[config.mk]
export PLATFORM = sky130hd
export DESIGN_NAME = binary_inner_boundary_detect_core
export DESIGN_NICKNAME = d
export VERILOG_FILES = /design/src/rtl/bibd_pkg.sv /design/src/rtl/binary_inner_boundary_detect_core.sv
export SDC_FILE = /design/constraint.sdc
export NUM_CORES = 2
export LEC_CHECK = 0
export BUFFER_PORTS_ARGS = -buffer_cell sky130_fd_sc_hd__buf_2
export CAP_MARGIN = 20
export CORE_MARGIN = 4
export CORE_UTILIZATION = 68
export DETAILED_ROUTE_END_ITERATION = 12
export GPL_TIMING_DRIVEN = 0
export PLACE_DENSITY = 0.95
export SYNTH_ARGS = -nofsm -noshare
export SYNTH_HDL_FRONTEND = slang
export SYNTH_SLANG_ARGS = --single-unit
export TNS_END_PERCENT = 20
[constraint.sdc]
create_clock -name clk_i -period 40 [get_ports clk_i]
set_clock_uncertainty 0.15 [all_clocks]
set_input_delay 4 -clock clk_i [delete_from_list [all_inputs] [get_ports clk_i]]
set_output_delay 4 -clock clk_i [all_outputs]
set_load 0.02 [all_outputs]
[src/rtl/bibd_pkg.sv]
// ---------------------------------------------------------------------------
// bibd_pkg: shared types and constants for the inner boundary detector
// Field widths, configuration register indexes, and register clamp helpers.
// ---------------------------------------------------------------------------
package bibd_pkg;

  localparam int unsigned MaxWidth   = 1024;
  localparam int unsigned MaxHeight  = 4096;
  localparam int unsigned ColW       = $clog2(MaxWidth);
  localparam int unsigned RowW       = $clog2(MaxHeight);
  localparam int unsigned PixW       = 8;
  localparam int unsigned WidthRegW  = 11;
  localparam int unsigned HeightRegW = 13;
  localparam int unsigned CfgIdxW    = 1;
  localparam int unsigned CfgDataW   = 13;
  localparam int unsigned OutDataW   = ((ColW + RowW + 1 + 7) / 8) * 8;
  localparam int unsigned OutPadW    = OutDataW - (ColW + RowW + 1);
  localparam int unsigned FifoDepth  = 3;
  localparam int unsigned FifoPtrW   = $clog2(FifoDepth);
  localparam int unsigned FifoCntW   = $clog2(FifoDepth + 1);

  // reset values of the two size registers, kept as "minus one"
  localparam logic [ColW-1:0] WidthM1Reset  = ColW'(255);
  localparam logic [RowW-1:0] HeightM1Reset = RowW'(255);

  typedef enum logic [CfgIdxW-1:0] {
    RegImageWidth  = 1'b0,
    RegImageHeight = 1'b1
  } cfg_reg_e;

  // one result word
  typedef struct packed {
    logic            last;
    logic            bnd;
    logic [RowW-1:0] row;
    logic [ColW-1:0] col;
  } out_word_t;

  // pixel in flight between the issue stage and the window stage
  typedef struct packed {
    logic [ColW-1:0] addr;
    logic            pix;
    logic            emit;
    logic            last;
    logic [ColW-1:0] col;
    logic [RowW-1:0] row;
    logic            top;
    logic            bot;
    logic            left;
    logic            right;
  } stage_t;

  // width register -> width minus one, clamped to 1..MaxWidth
  function automatic logic [ColW-1:0] clamp_width_m1(input logic [WidthRegW-1:0] raw);
    logic [WidthRegW-1:0] dec;
    dec = raw - WidthRegW'(1);
    if (raw == '0) begin
      return '0;
    end else if (raw > WidthRegW'(MaxWidth)) begin
      return ColW'(MaxWidth - 1);
    end else begin
      return dec[ColW-1:0];
    end
  endfunction

  // height register -> height minus one, clamped to 1..MaxHeight
  function automatic logic [RowW-1:0] clamp_height_m1(input logic [HeightRegW-1:0] raw);
    logic [HeightRegW-1:0] dec;
    dec = raw - HeightRegW'(1);
    if (raw == '0) begin
      return '0;
    end else if (raw > HeightRegW'(MaxHeight)) begin
      return RowW'(MaxHeight - 1);
    end else begin
      return dec[RowW-1:0];
    end
  endfunction

endpackage

[src/rtl/binary_inner_boundary_detect_core.sv]
// ---------------------------------------------------------------------------
// binary_inner_boundary_detect_core: 8-connected inner boundary of a label image
// Streams a raster label image and flags foreground pixels that touch background.
// ---------------------------------------------------------------------------
// Takes one pixel word per clock while its 3-deep output queue has room, and
// gives a result word per pixel in raster order; input flows while results wait.
// A pixel is foreground when its byte is nonzero; its result is a boundary when
// it is foreground and one of its 8 neighbors is background. Neighbors outside
// the frame count as foreground. Results trail the input by one row plus one
// pixel; after the last pixel of a frame, each flush word (tuser = 1) drains one
// result, and the final result carries tlast. Sustained rate is one word per
// clock unless stalled, set by the single line memory (2 bits x 1024: the row
// above and the row two above), read in the issue cycle and written back in the
// next, with a forward path for back-to-back hits on the same column (frames one
// pixel wide). A released result is registered in the window stage and the
// output queue. On a single-row frame the block takes one internal pad step
// right after the last pixel, during which tready is low for one cycle. Writing
// a size register abandons the frame in progress; write only when idle. The line
// memory needs no clearing: rows above the top of the frame are masked.
// ---------------------------------------------------------------------------
module binary_inner_boundary_detect_core (
  input  logic                          clk_i,
  input  logic                          rst_ni,
  // input stream
  input  logic                          s_axis_tvalid,
  output logic                          s_axis_tready,
  input  logic [bibd_pkg::PixW-1:0]     s_axis_tdata,   // [7:0] pixel
  input  logic [0:0]                    s_axis_tuser,   // [0] cmd (1 = flush)
  // result stream
  output logic                          m_axis_tvalid,
  input  logic                          m_axis_tready,
  output logic [bibd_pkg::OutDataW-1:0] m_axis_tdata,   // [9:0] col, [21:10] row,
                                                        // [22] is_boundary, [23] zero
  output logic                          m_axis_tlast,
  // configuration writes
  input  logic                          cfg_valid_i,
  output logic                          cfg_ready_o,
  input  logic [bibd_pkg::CfgIdxW-1:0]  cfg_index_i,
  input  logic [bibd_pkg::CfgDataW-1:0] cfg_data_i
);
  import bibd_pkg::*;

  // size registers, stored clamped as "minus one"
  logic [ColW-1:0] wm1_q, wm1_d;
  logic [RowW-1:0] hm1_q, hm1_d;

  // raster position of the next issued word and of the next result
  logic [ColW-1:0] in_col_q, in_col_d;
  logic [RowW-1:0] in_row_q, in_row_d;
  logic            done_q, done_d;    // all pixels of the frame taken
  logic            pad_q, pad_d;      // single-row frame: one internal step owed
  logic [ColW-1:0] out_col_q, out_col_d;
  logic [RowW-1:0] out_row_q, out_row_d;

  // issue stage
  logic cfg_acc, in_acc, cmd, real_px, flush, issue;
  logic col_wrap, row_end, emit, out_last;
  stage_t st_d;

  // window stage
  logic        s1_valid_q;
  stage_t      s1_q;
  logic [1:0]  line_mem [MaxWidth];   // [0] row above, [1] row two above
  logic [1:0]  rd_raw_q;
  logic        fwd_q;
  logic [1:0]  fwd_data_q;
  logic [1:0]  rdata, wdata;
  logic [2:0]  vec;                   // [2] top, [1] middle, [0] bottom row
  logic [2:0]  col_a_q, col_b_q;      // previous column, the one before
  logic [7:0]  nb_ok;
  logic        bnd;

  // output queue
  out_word_t              fifo_mem [FifoDepth];
  logic [FifoPtrW-1:0]    wr_ptr_q, rd_ptr_q;
  logic [FifoCntW-1:0]    fifo_cnt_q;
  logic                   push, pop;
  out_word_t              push_word, head;

  // ---------------------------------------------------------------------
  // handshakes
  // ---------------------------------------------------------------------
  assign cfg_ready_o = 1'b1;
  assign cfg_acc     = cfg_valid_i & cfg_ready_o;

  // room check counts the word in the window stage that will still push
  assign s_axis_tready = ~pad_q &
    (({1'b0, fifo_cnt_q} + (FifoCntW + 1)'(s1_valid_q & s1_q.emit))
      <= (FifoCntW + 1)'(FifoDepth - 1));

  assign in_acc  = s_axis_tvalid & s_axis_tready;
  assign cmd     = s_axis_tuser[0];
  // a pixel after the frame is complete, and a flush before, are dropped
  assign real_px = in_acc & ~done_q & ~cmd;
  assign flush   = in_acc & done_q & cmd;
  assign issue   = real_px | flush | pad_q;

  assign col_wrap = (in_col_q == wm1_q);
  assign row_end  = (in_row_q == hm1_q);
  assign out_last = (out_row_q == hm1_q) && (out_col_q == wm1_q);

  // results start once one row plus two pixels have gone in
  always_comb begin
    if (real_px) begin
      emit = (in_row_q > RowW'(1)) || ((in_row_q == RowW'(1)) && (in_col_q != '0));
    end else begin
      emit = flush;
    end
  end

  // ---------------------------------------------------------------------
  // issue stage: counters and edge masks
  // ---------------------------------------------------------------------
  always_comb begin
    wm1_d     = wm1_q;
    hm1_d     = hm1_q;
    in_col_d  = in_col_q;
    in_row_d  = in_row_q;
    done_d    = done_q;
    pad_d     = pad_q;
    out_col_d = out_col_q;
    out_row_d = out_row_q;

    if (cfg_acc) begin
      unique case (cfg_reg_e'(cfg_index_i))
        RegImageWidth:  wm1_d = clamp_width_m1(cfg_data_i[WidthRegW-1:0]);
        RegImageHeight: hm1_d = clamp_height_m1(cfg_data_i[HeightRegW-1:0]);
        default:        ;
      endcase
      in_col_d  = '0;
      in_row_d  = '0;
      done_d    = 1'b0;
      pad_d     = 1'b0;
      out_col_d = '0;
      out_row_d = '0;
    end else if (issue) begin
      // flush and pad steps walk on along the row past the frame end
      in_col_d = col_wrap ? '0 : in_col_q + ColW'(1);
      pad_d    = real_px & col_wrap & row_end & (hm1_q == '0);
      if (real_px && col_wrap) begin
        if (row_end) begin
          done_d = 1'b1;
        end else begin
          in_row_d = in_row_q + RowW'(1);
        end
      end
      if (emit) begin
        if (out_last) begin
          in_col_d  = '0;
          in_row_d  = '0;
          done_d    = 1'b0;
          pad_d     = 1'b0;
          out_col_d = '0;
          out_row_d = '0;
        end else if (out_col_q == wm1_q) begin
          out_col_d = '0;
          out_row_d = out_row_q + RowW'(1);
        end else begin
          out_col_d = out_col_q + ColW'(1);
        end
      end
    end
  end

  always_comb begin
    st_d.addr  = in_col_q;
    st_d.pix   = real_px ? (|s_axis_tdata) : 1'b1;
    st_d.emit  = emit;
    st_d.last  = out_last;
    st_d.col   = out_col_q;
    st_d.row   = out_row_q;
    st_d.top   = (out_row_q == '0);
    st_d.bot   = (out_row_q == hm1_q);
    st_d.left  = (out_col_q == '0);
    st_d.right = (out_col_q == wm1_q);
  end

  always_ff @(posedge clk_i or negedge rst_ni) begin
    if (!rst_ni) begin
      wm1_q      <= WidthM1Reset;
      hm1_q      <= HeightM1Reset;
      in_col_q   <= '0;
      in_row_q   <= '0;
      done_q     <= 1'b0;
      pad_q      <= 1'b0;
      out_col_q  <= '0;
      out_row_q  <= '0;
      s1_valid_q <= 1'b0;
    end else begin
      wm1_q      <= wm1_d;
      hm1_q      <= hm1_d;
      in_col_q   <= in_col_d;
      in_row_q   <= in_row_d;
      done_q     <= done_d;
      pad_q      <= pad_d;
      out_col_q  <= out_col_d;
      out_row_q  <= out_row_d;
      s1_valid_q <= issue & ~cfg_acc;
    end
  end

  always_ff @(posedge clk_i) begin
    if (issue) begin
      s1_q <= st_d;
    end
  end

  // ---------------------------------------------------------------------
  // line memory: read at issue, write back in the window stage
  // ---------------------------------------------------------------------
  assign rdata = fwd_q ? fwd_data_q : rd_raw_q;
  assign wdata = {rdata[0], s1_q.pix};
  assign vec   = {rdata[1], rdata[0], s1_q.pix};

  always_ff @(posedge clk_i) begin
    if (s1_valid_q) begin
      line_mem[s1_q.addr] <= wdata;
    end
  end

  always_ff @(posedge clk_i) begin
    if (issue) begin
      rd_raw_q <= line_mem[in_col_q];
    end
  end

  // same column twice in a row: the write above lands too late for the read
  always_ff @(posedge clk_i) begin
    if (issue) begin
      fwd_q      <= s1_valid_q && (s1_q.addr == in_col_q);
      fwd_data_q <= wdata;
    end
  end

  // ---------------------------------------------------------------------
  // 3x3 window: left = col_b, center = col_a, right = incoming column
  // ---------------------------------------------------------------------
  always_ff @(posedge clk_i or negedge rst_ni) begin
    if (!rst_ni) begin
      col_a_q <= '1;
      col_b_q <= '1;
    end else if (s1_valid_q) begin
      col_b_q <= col_a_q;
      col_a_q <= vec;
    end
  end

  // neighbors off the frame read as foreground
  always_comb begin
    nb_ok[0] = col_b_q[2] | s1_q.top | s1_q.left;
    nb_ok[1] = col_b_q[1] | s1_q.left;
    nb_ok[2] = col_b_q[0] | s1_q.bot | s1_q.left;
    nb_ok[3] = col_a_q[2] | s1_q.top;
    nb_ok[4] = col_a_q[0] | s1_q.bot;
    nb_ok[5] = vec[2] | s1_q.top | s1_q.right;
    nb_ok[6] = vec[1] | s1_q.right;
    nb_ok[7] = vec[0] | s1_q.bot | s1_q.right;
    bnd      = col_a_q[1] & ~(&nb_ok);
  end

  // ---------------------------------------------------------------------
  // output queue
  // ---------------------------------------------------------------------
  assign push = s1_valid_q & s1_q.emit;
  assign pop  = m_axis_tvalid & m_axis_tready;

  always_comb begin
    push_word.last = s1_q.last;
    push_word.bnd  = bnd;
    push_word.row  = s1_q.row;
    push_word.col  = s1_q.col;
  end

  always_ff @(posedge clk_i) begin
    if (push) begin
      fifo_mem[wr_ptr_q] <= push_word;
    end
  end

  always_ff @(posedge clk_i or negedge rst_ni) begin
    if (!rst_ni) begin
      wr_ptr_q   <= '0;
      rd_ptr_q   <= '0;
      fifo_cnt_q <= '0;
    end else begin
      if (push) begin
        wr_ptr_q <= (wr_ptr_q == FifoPtrW'(FifoDepth - 1)) ? '0 : wr_ptr_q + FifoPtrW'(1);
      end
      if (pop) begin
        rd_ptr_q <= (rd_ptr_q == FifoPtrW'(FifoDepth - 1)) ? '0 : rd_ptr_q + FifoPtrW'(1);
      end
      if (push && !pop) begin
        fifo_cnt_q <= fifo_cnt_q + FifoCntW'(1);
      end else if (pop && !push) begin
        fifo_cnt_q <= fifo_cnt_q - FifoCntW'(1);
      end
    end
  end

  assign head          = fifo_mem[rd_ptr_q];
  assign m_axis_tvalid = (fifo_cnt_q != '0);
  assign m_axis_tdata  = {{OutPadW{1'b0}}, head.bnd, head.row, head.col};
  assign m_axis_tlast  = head.last;

  // ---------------------------------------------------------------------
  // assertions
  // ---------------------------------------------------------------------
  // the input room check keeps the queue from overflowing
  assert property (@(posedge clk_i) disable iff (!rst_ni)
    (push && !pop) |-> (fifo_cnt_q < FifoCntW'(FifoDepth)))
    else $error("output queue overflow");

  // the pad step owns the issue slot
  assert property (@(posedge clk_i) disable iff (!rst_ni)
    pad_q |-> (!s_axis_tready && !in_acc))
    else $error("input taken during pad step");

  // the final result of a frame restarts every counter
  assert property (@(posedge clk_i) disable iff (!rst_ni)
    (issue && !cfg_acc && emit && out_last) |=>
      (in_col_q == '0 && in_row_q == '0 && !done_q && out_col_q == '0 && out_row_q == '0))
    else $error("counters not restarted after frame end");

endmodule

==> reports/summary.txt, run 1 <==
number of I/O port buffers: 53
top-count cell post-synth: edfxtp_1
error message: [ERROR GRT-0232] Routing congestion too high. Check the congestion heatmap in the GUI.
total CTS buffers: 206
EDFF count, synth: 2164
number of primary I/O pins: 56
grt ovf: 94
simple-gate portion of the synthesized area: 7.270%
Setup Fix Bufs, Post-CTS: 0
top post-synthesis cells by count: 2164 x edfxtp_1, 1116 x nor2_1, 394 x mux4_2, 280 x mux2i_1, 258 x clkbuf_1
Longest Clk Path Bufs: 3
cell taking the most area after synthesis: edfxtp_1
clock sink count: 2245
Post-CTS Hold Fix Bufs: 0
Cell Rows: 135
CTS Root Cell: clkbuf_16
Starting Density: 68.61%
ys async rst share: 3.608%
flip-flop and latch count after synthesis: 2245
post-cts resize count: 0
Mapped Nets: 5731
Yosys top cell area share: 69.74%
largest net degree at the start of global routing: 173
post-synthesis mux area share: 13.29%
Synth Instances: 5688
post-DP HPWL: 236.3 mm
Compound-Gate Fraction of Synth Area: 3.795%
status: aborted with a tool error
global router's overall resource usage: 73.44%
post-synthesis sequential area ratio: 71.95%
xor and xnor area share after synthesis: 0.7708%
Synth area leaders: edfxtp_1 70%, mux4_2 9.5%, nor2_1 4.5%, mux2i_1 3.0%, dfrtp_1 1.6%
die height: 378.2 um
H-tree depth: 4
synth warn: 0
Placer Congestion: 1.137
antenna violations before repair: 102
Post-Syn Area per Cell: 16.38 sq um
Failed at: global routing (5_1_grt)
Synth Cell Area: 93180 sq um
Synth Flop Type: edfxtp_1
largest family of logic cells by synthesized area: multiplexers
unique cell type count in the Yosys netlist: 79
die width: 378.2 um
adder-cell share of the synthesized area: 0.2122%
[stage by stage]
step | hold slack [ns] | std cells | setup WS (ns) | utilization (%) | cell area, sq um
after floorplan | 0.2696 | 5688 | 25.12 | - | 93180
after global placement | 0.2744 | 7522 | 15.34 | 70.45 | 95670
after detailed placement | 0.2818 | 7653 | 32.77 | 72.43 | 98370
after CTS | 0.2921 | 8028 | 31.83 | 77.25 | 104900
[cell families after synthesis]
logic type | count (synthesis)
flip-flops | 2245
other | 2
AO/OA/AOI/OAI | 510
buffers and inverters | 482
XOR/XNOR | 82
adder cells (fa/ha/maj) | 16
multiplexers | 713
AND/OR/NAND/NOR | 1638
[layer usage]
| layer | overflow | GRT usage (%) |
|---|---|---|
| met5 | 2 | 55.99 |
| met4 | 44 | 66.09 |
| met3 | 9 | 71.25 |
| met2 | 26 | 84.28 |
| met1 | 13 | 69.60 |
==> run 2: changes to the inputs <==
--- a/config.mk
+++ b/config.mk
@@ -8,10 +8,10 @@
 export BUFFER_PORTS_ARGS = -buffer_cell sky130_fd_sc_hd__buf_2
 export CAP_MARGIN = 20
 export CORE_MARGIN = 4
-export CORE_UTILIZATION = 68
+export CORE_UTILIZATION = 40
 export DETAILED_ROUTE_END_ITERATION = 12
 export GPL_TIMING_DRIVEN = 0
-export PLACE_DENSITY = 0.95
+export PLACE_DENSITY_LB_ADDON = 0.15
 export SYNTH_ARGS = -nofsm -noshare
 export SYNTH_HDL_FRONTEND = slang
 export SYNTH_SLANG_ARGS = --single-unit
==> run 2 against run 1 <==
Effect of this change:
- the run now ends clean
- synthesized cell count unchanged
- area after synthesis unchanged
==> reports/summary.txt, run 2 <==
Setup Fix Bufs, Post-CTS: 0 (unchanged)
Slew Viols, Final: 0
DRT met1 WL: 143.5 mm
TNS Setup: 0 ns
worst hold path depth: 0
Top Layer Used: met5
cell taking the most area after synthesis: edfxtp_1
Compound-Gate Fraction of Synth Area: 3.795% (unchanged)
Final Non-Filler Cells: 9338
Worst-Skew Late Latency: 0.91 ns
simple-gate portion of the synthesized area: 7.270% (unchanged)
largest family of logic cells by synthesized area: multiplexers
Power Internal: 4.078 mW
RSZ-0062 raised after global routing: no
most frequent cells in the layout: 2164 x edfxtp_1, 1112 x nor2_1, 394 x mux4_2
Tcrit/Tclk final: 21.46%
Yosys top cell area share: 69.74% (unchanged)
antenna violations before repair: 43
Net Sw Power: 1.452 mW
post-cts resize count: 0 (unchanged)
layout cells sized above 1: 18.87%
met3 wire len: 51.62 mm
Placer Congestion: 0.9903 (-13%)
number of cells after detailed placement: 8892 (+16%)
vias per inst: 6.401
flip-flop and latch count after synthesis: 2245 (unchanged)
EDFF count, synth: 2164 (unchanged)
WP data required: 35.85 ns
final setup fails: 0
Starting Density: 40.37% (-28 points)
CP max stage cell: clkbuf_1
xor and xnor area share after synthesis: 0.7708% (unchanged)
Gate power share: 13.1%
startpoint types: flip-flop
ys async rst share: 3.608% (unchanged)
TritonCTS clock tree: built
Met2 Routed Length: 164.3 mm
Layout area overhead: 15.23%
crit-path max FO: 10
total number of vias: 59770
Post-Syn Area per Cell: 16.38 sq um (unchanged)
Core Footprint: 230800 sq um
clock sink count: 2245 (unchanged)
unique cell type count in the Yosys netlist: 79 (unchanged)
Longest Clk Path Bufs: 3 (unchanged)
clock share of power: 38.7%
post-synthesis sequential area ratio: 71.95% (unchanged)
number of primary I/O pins: 56 (unchanged)
slew at the pin closest to its max-slew limit: 1.396 ns
largest net degree at the start of global routing: 157
Final Hold Fails: 0
design area: 107400 sq um
Crit Path Category: reg -> out
Largest stage delay, worst path: 0.67 ns
First-pass DRT Iterations: 6
number of I/O port buffers: 53 (unchanged)
sw frac: 26.26%
Slew headroom: 6.967%
crit path DAT: 4.43 ns
global-route wire length before repair: 510.9 mm
clock slew at reported path FFs: 0.07 ns
Post-CTS Hold Fix Bufs: 0 (unchanged)
post-DP HPWL: 259.4 mm (+9.8%)
min Tclk post-route: 8.585 ns
Cell Rows: 176 (+30%)
wire per inst: 41.48 um
crit end category: output port
Synth Cell Area: 93180 sq um (unchanged)
HP Class: reg -> reg
vias in the first global route: 56840
Synth Flop Type: edfxtp_1
Placement Cell Area: 99970 sq um (+1.6%)
synth warn: 0 (unchanged)
Tot Pwr: 5.530 mW
max-cap violation count: 0
leakage power total: 32.78 nW
Final Net Count: 6144
Worst VDD drop: 40.18 uV
Mapped Nets: 5731 (unchanged)
Synth Instances: 5688 (unchanged)
adder-cell share of the synthesized area: 0.2122% (unchanged)
H-tree depth: 4 (unchanged)
Max Fclk: 116.5 MHz
Die ar.: 240700 sq um
grt ovf: 0
delay-heaviest family, CP: buffers and inverters
most common cell after layout, fill and taps aside: edfxtp_1
die height: 490.6 um (+30%)
post-synthesis mux area share: 13.29% (unchanged)
Initial DRC Count: 11150
reg2reg path depth: 11
Levels on crit path: 11
die width: 490.6 um (+30%)
global router's overall resource usage: 31.56%
status: finished, final reports clean
Routed WL: 387.3 mm
CP Buf/Inv Count: 5
Synth area leaders: edfxtp_1 70%, mux4_2 9.5%, nor2_1 4.5%, mux2i_1 3.0%, dfrtp_1 1.6%
number of flip-flops under the largest register name: 2048
total CTS buffers: 231 (+12%)
Seq pwr share: 48.2%
DRC Markers: 0
Power Dens Cells: 51.51 nW/um^2
top-count cell post-synth: edfxtp_1
CTS Root Cell: clkbuf_16
top post-synthesis cells by count: 2164 x edfxtp_1, 1116 x nor2_1, 394 x mux4_2, 280 x mux2i_1, 258 x clkbuf_1
Top reg by flops: line_mem
post-route ant nets: 0
crit-path cells: clkbuf_1 > clkbuf_1 > nand2_1 > inv_1 > ha_1 > inv_1 > ha_1 > nor3b_1 > nor2_1 > nor2_1 > buf_2
[run 2: power by group through the flow]
stage	Sequential [mW]	Clock, mW	Combinational, mW
CTS	2.67	2.15	0.710
global route	2.67	2.24	0.737
global placement	2.84	0	0.655
floorplan	2.77	0	0.371
finish	2.67	2.14	0.723
detailed placement	2.72	0	0.709
[run 2: cells by family after synthesis]
kind of cell / after synthesis
adder cells (fa/ha/maj): 16
AO/OA/AOI/OAI: 510
AND/OR/NAND/NOR: 1638
buffers and inverters: 482
flip-flops: 2245
XOR/XNOR: 82
multiplexers: 713
other: 2
[run 2: metal layers]
metal | track usage [%] | vias to the layer above
met3 | 10.92 | 1003
li1 | - | 22970
met4 | 18.67 | 8
met5 | 0.09921 | -
met1 | 41.56 | 31180
met2 | 45.25 | 4618
[run 2: final timing paths]
path,start,slack (ns),end
worst max-delay path,s1_valid_q$_DFF_PN0_,31.42,s_axis_tready
worst min-delay path,in_col_q[5]$_DFFE_PN0P_,0.29,s1_q[34]$_DFFE_PP_
worst max register to register,in_col_q[2]$_DFFE_PN0P_,33.05,rd_raw_q[1]$_DFFE_PP_
worst min register to register,in_col_q[5]$_DFFE_PN0P_,0.29,s1_q[34]$_DFFE_PP_
max in group asynchronous,rst_ni,36.12,col_a_q[0]$_DFFE_PN1P_
min in group asynchronous,rst_ni,2.87,done_q$_DFFE_PN0P_
[run 2: cell type report]
class,count,area (sq um)
Buffer,456,2550
Clock buffer,297,6153
Sequential cell,2245,67040
Tap cell,3026,3786
Clock inverter,125,1164
Fill cell,19970,123400
Multi-Input combinational cell,2961,23660
Timing Repair Buffer,180,2860
Inverter,26,97.59
Antenna cell,22,55.05
[run 2: per-stage QoR]
step / hold WS, ns / util [%] / setup WS, ns
floorplan: 0.2696 / - / 25.12
global placement: 0.2768 / 42.13 / 12.00
detailed placement: 0.2750 / 43.32 / 32.37
CTS: 0.2898 / 46.49 / 31.36
global route: 0.3099 / 46.51 / 31.17
finish: 0.2914 / 46.52 / 31.42
No activity file was read; power rests on OpenSTA's default activity.
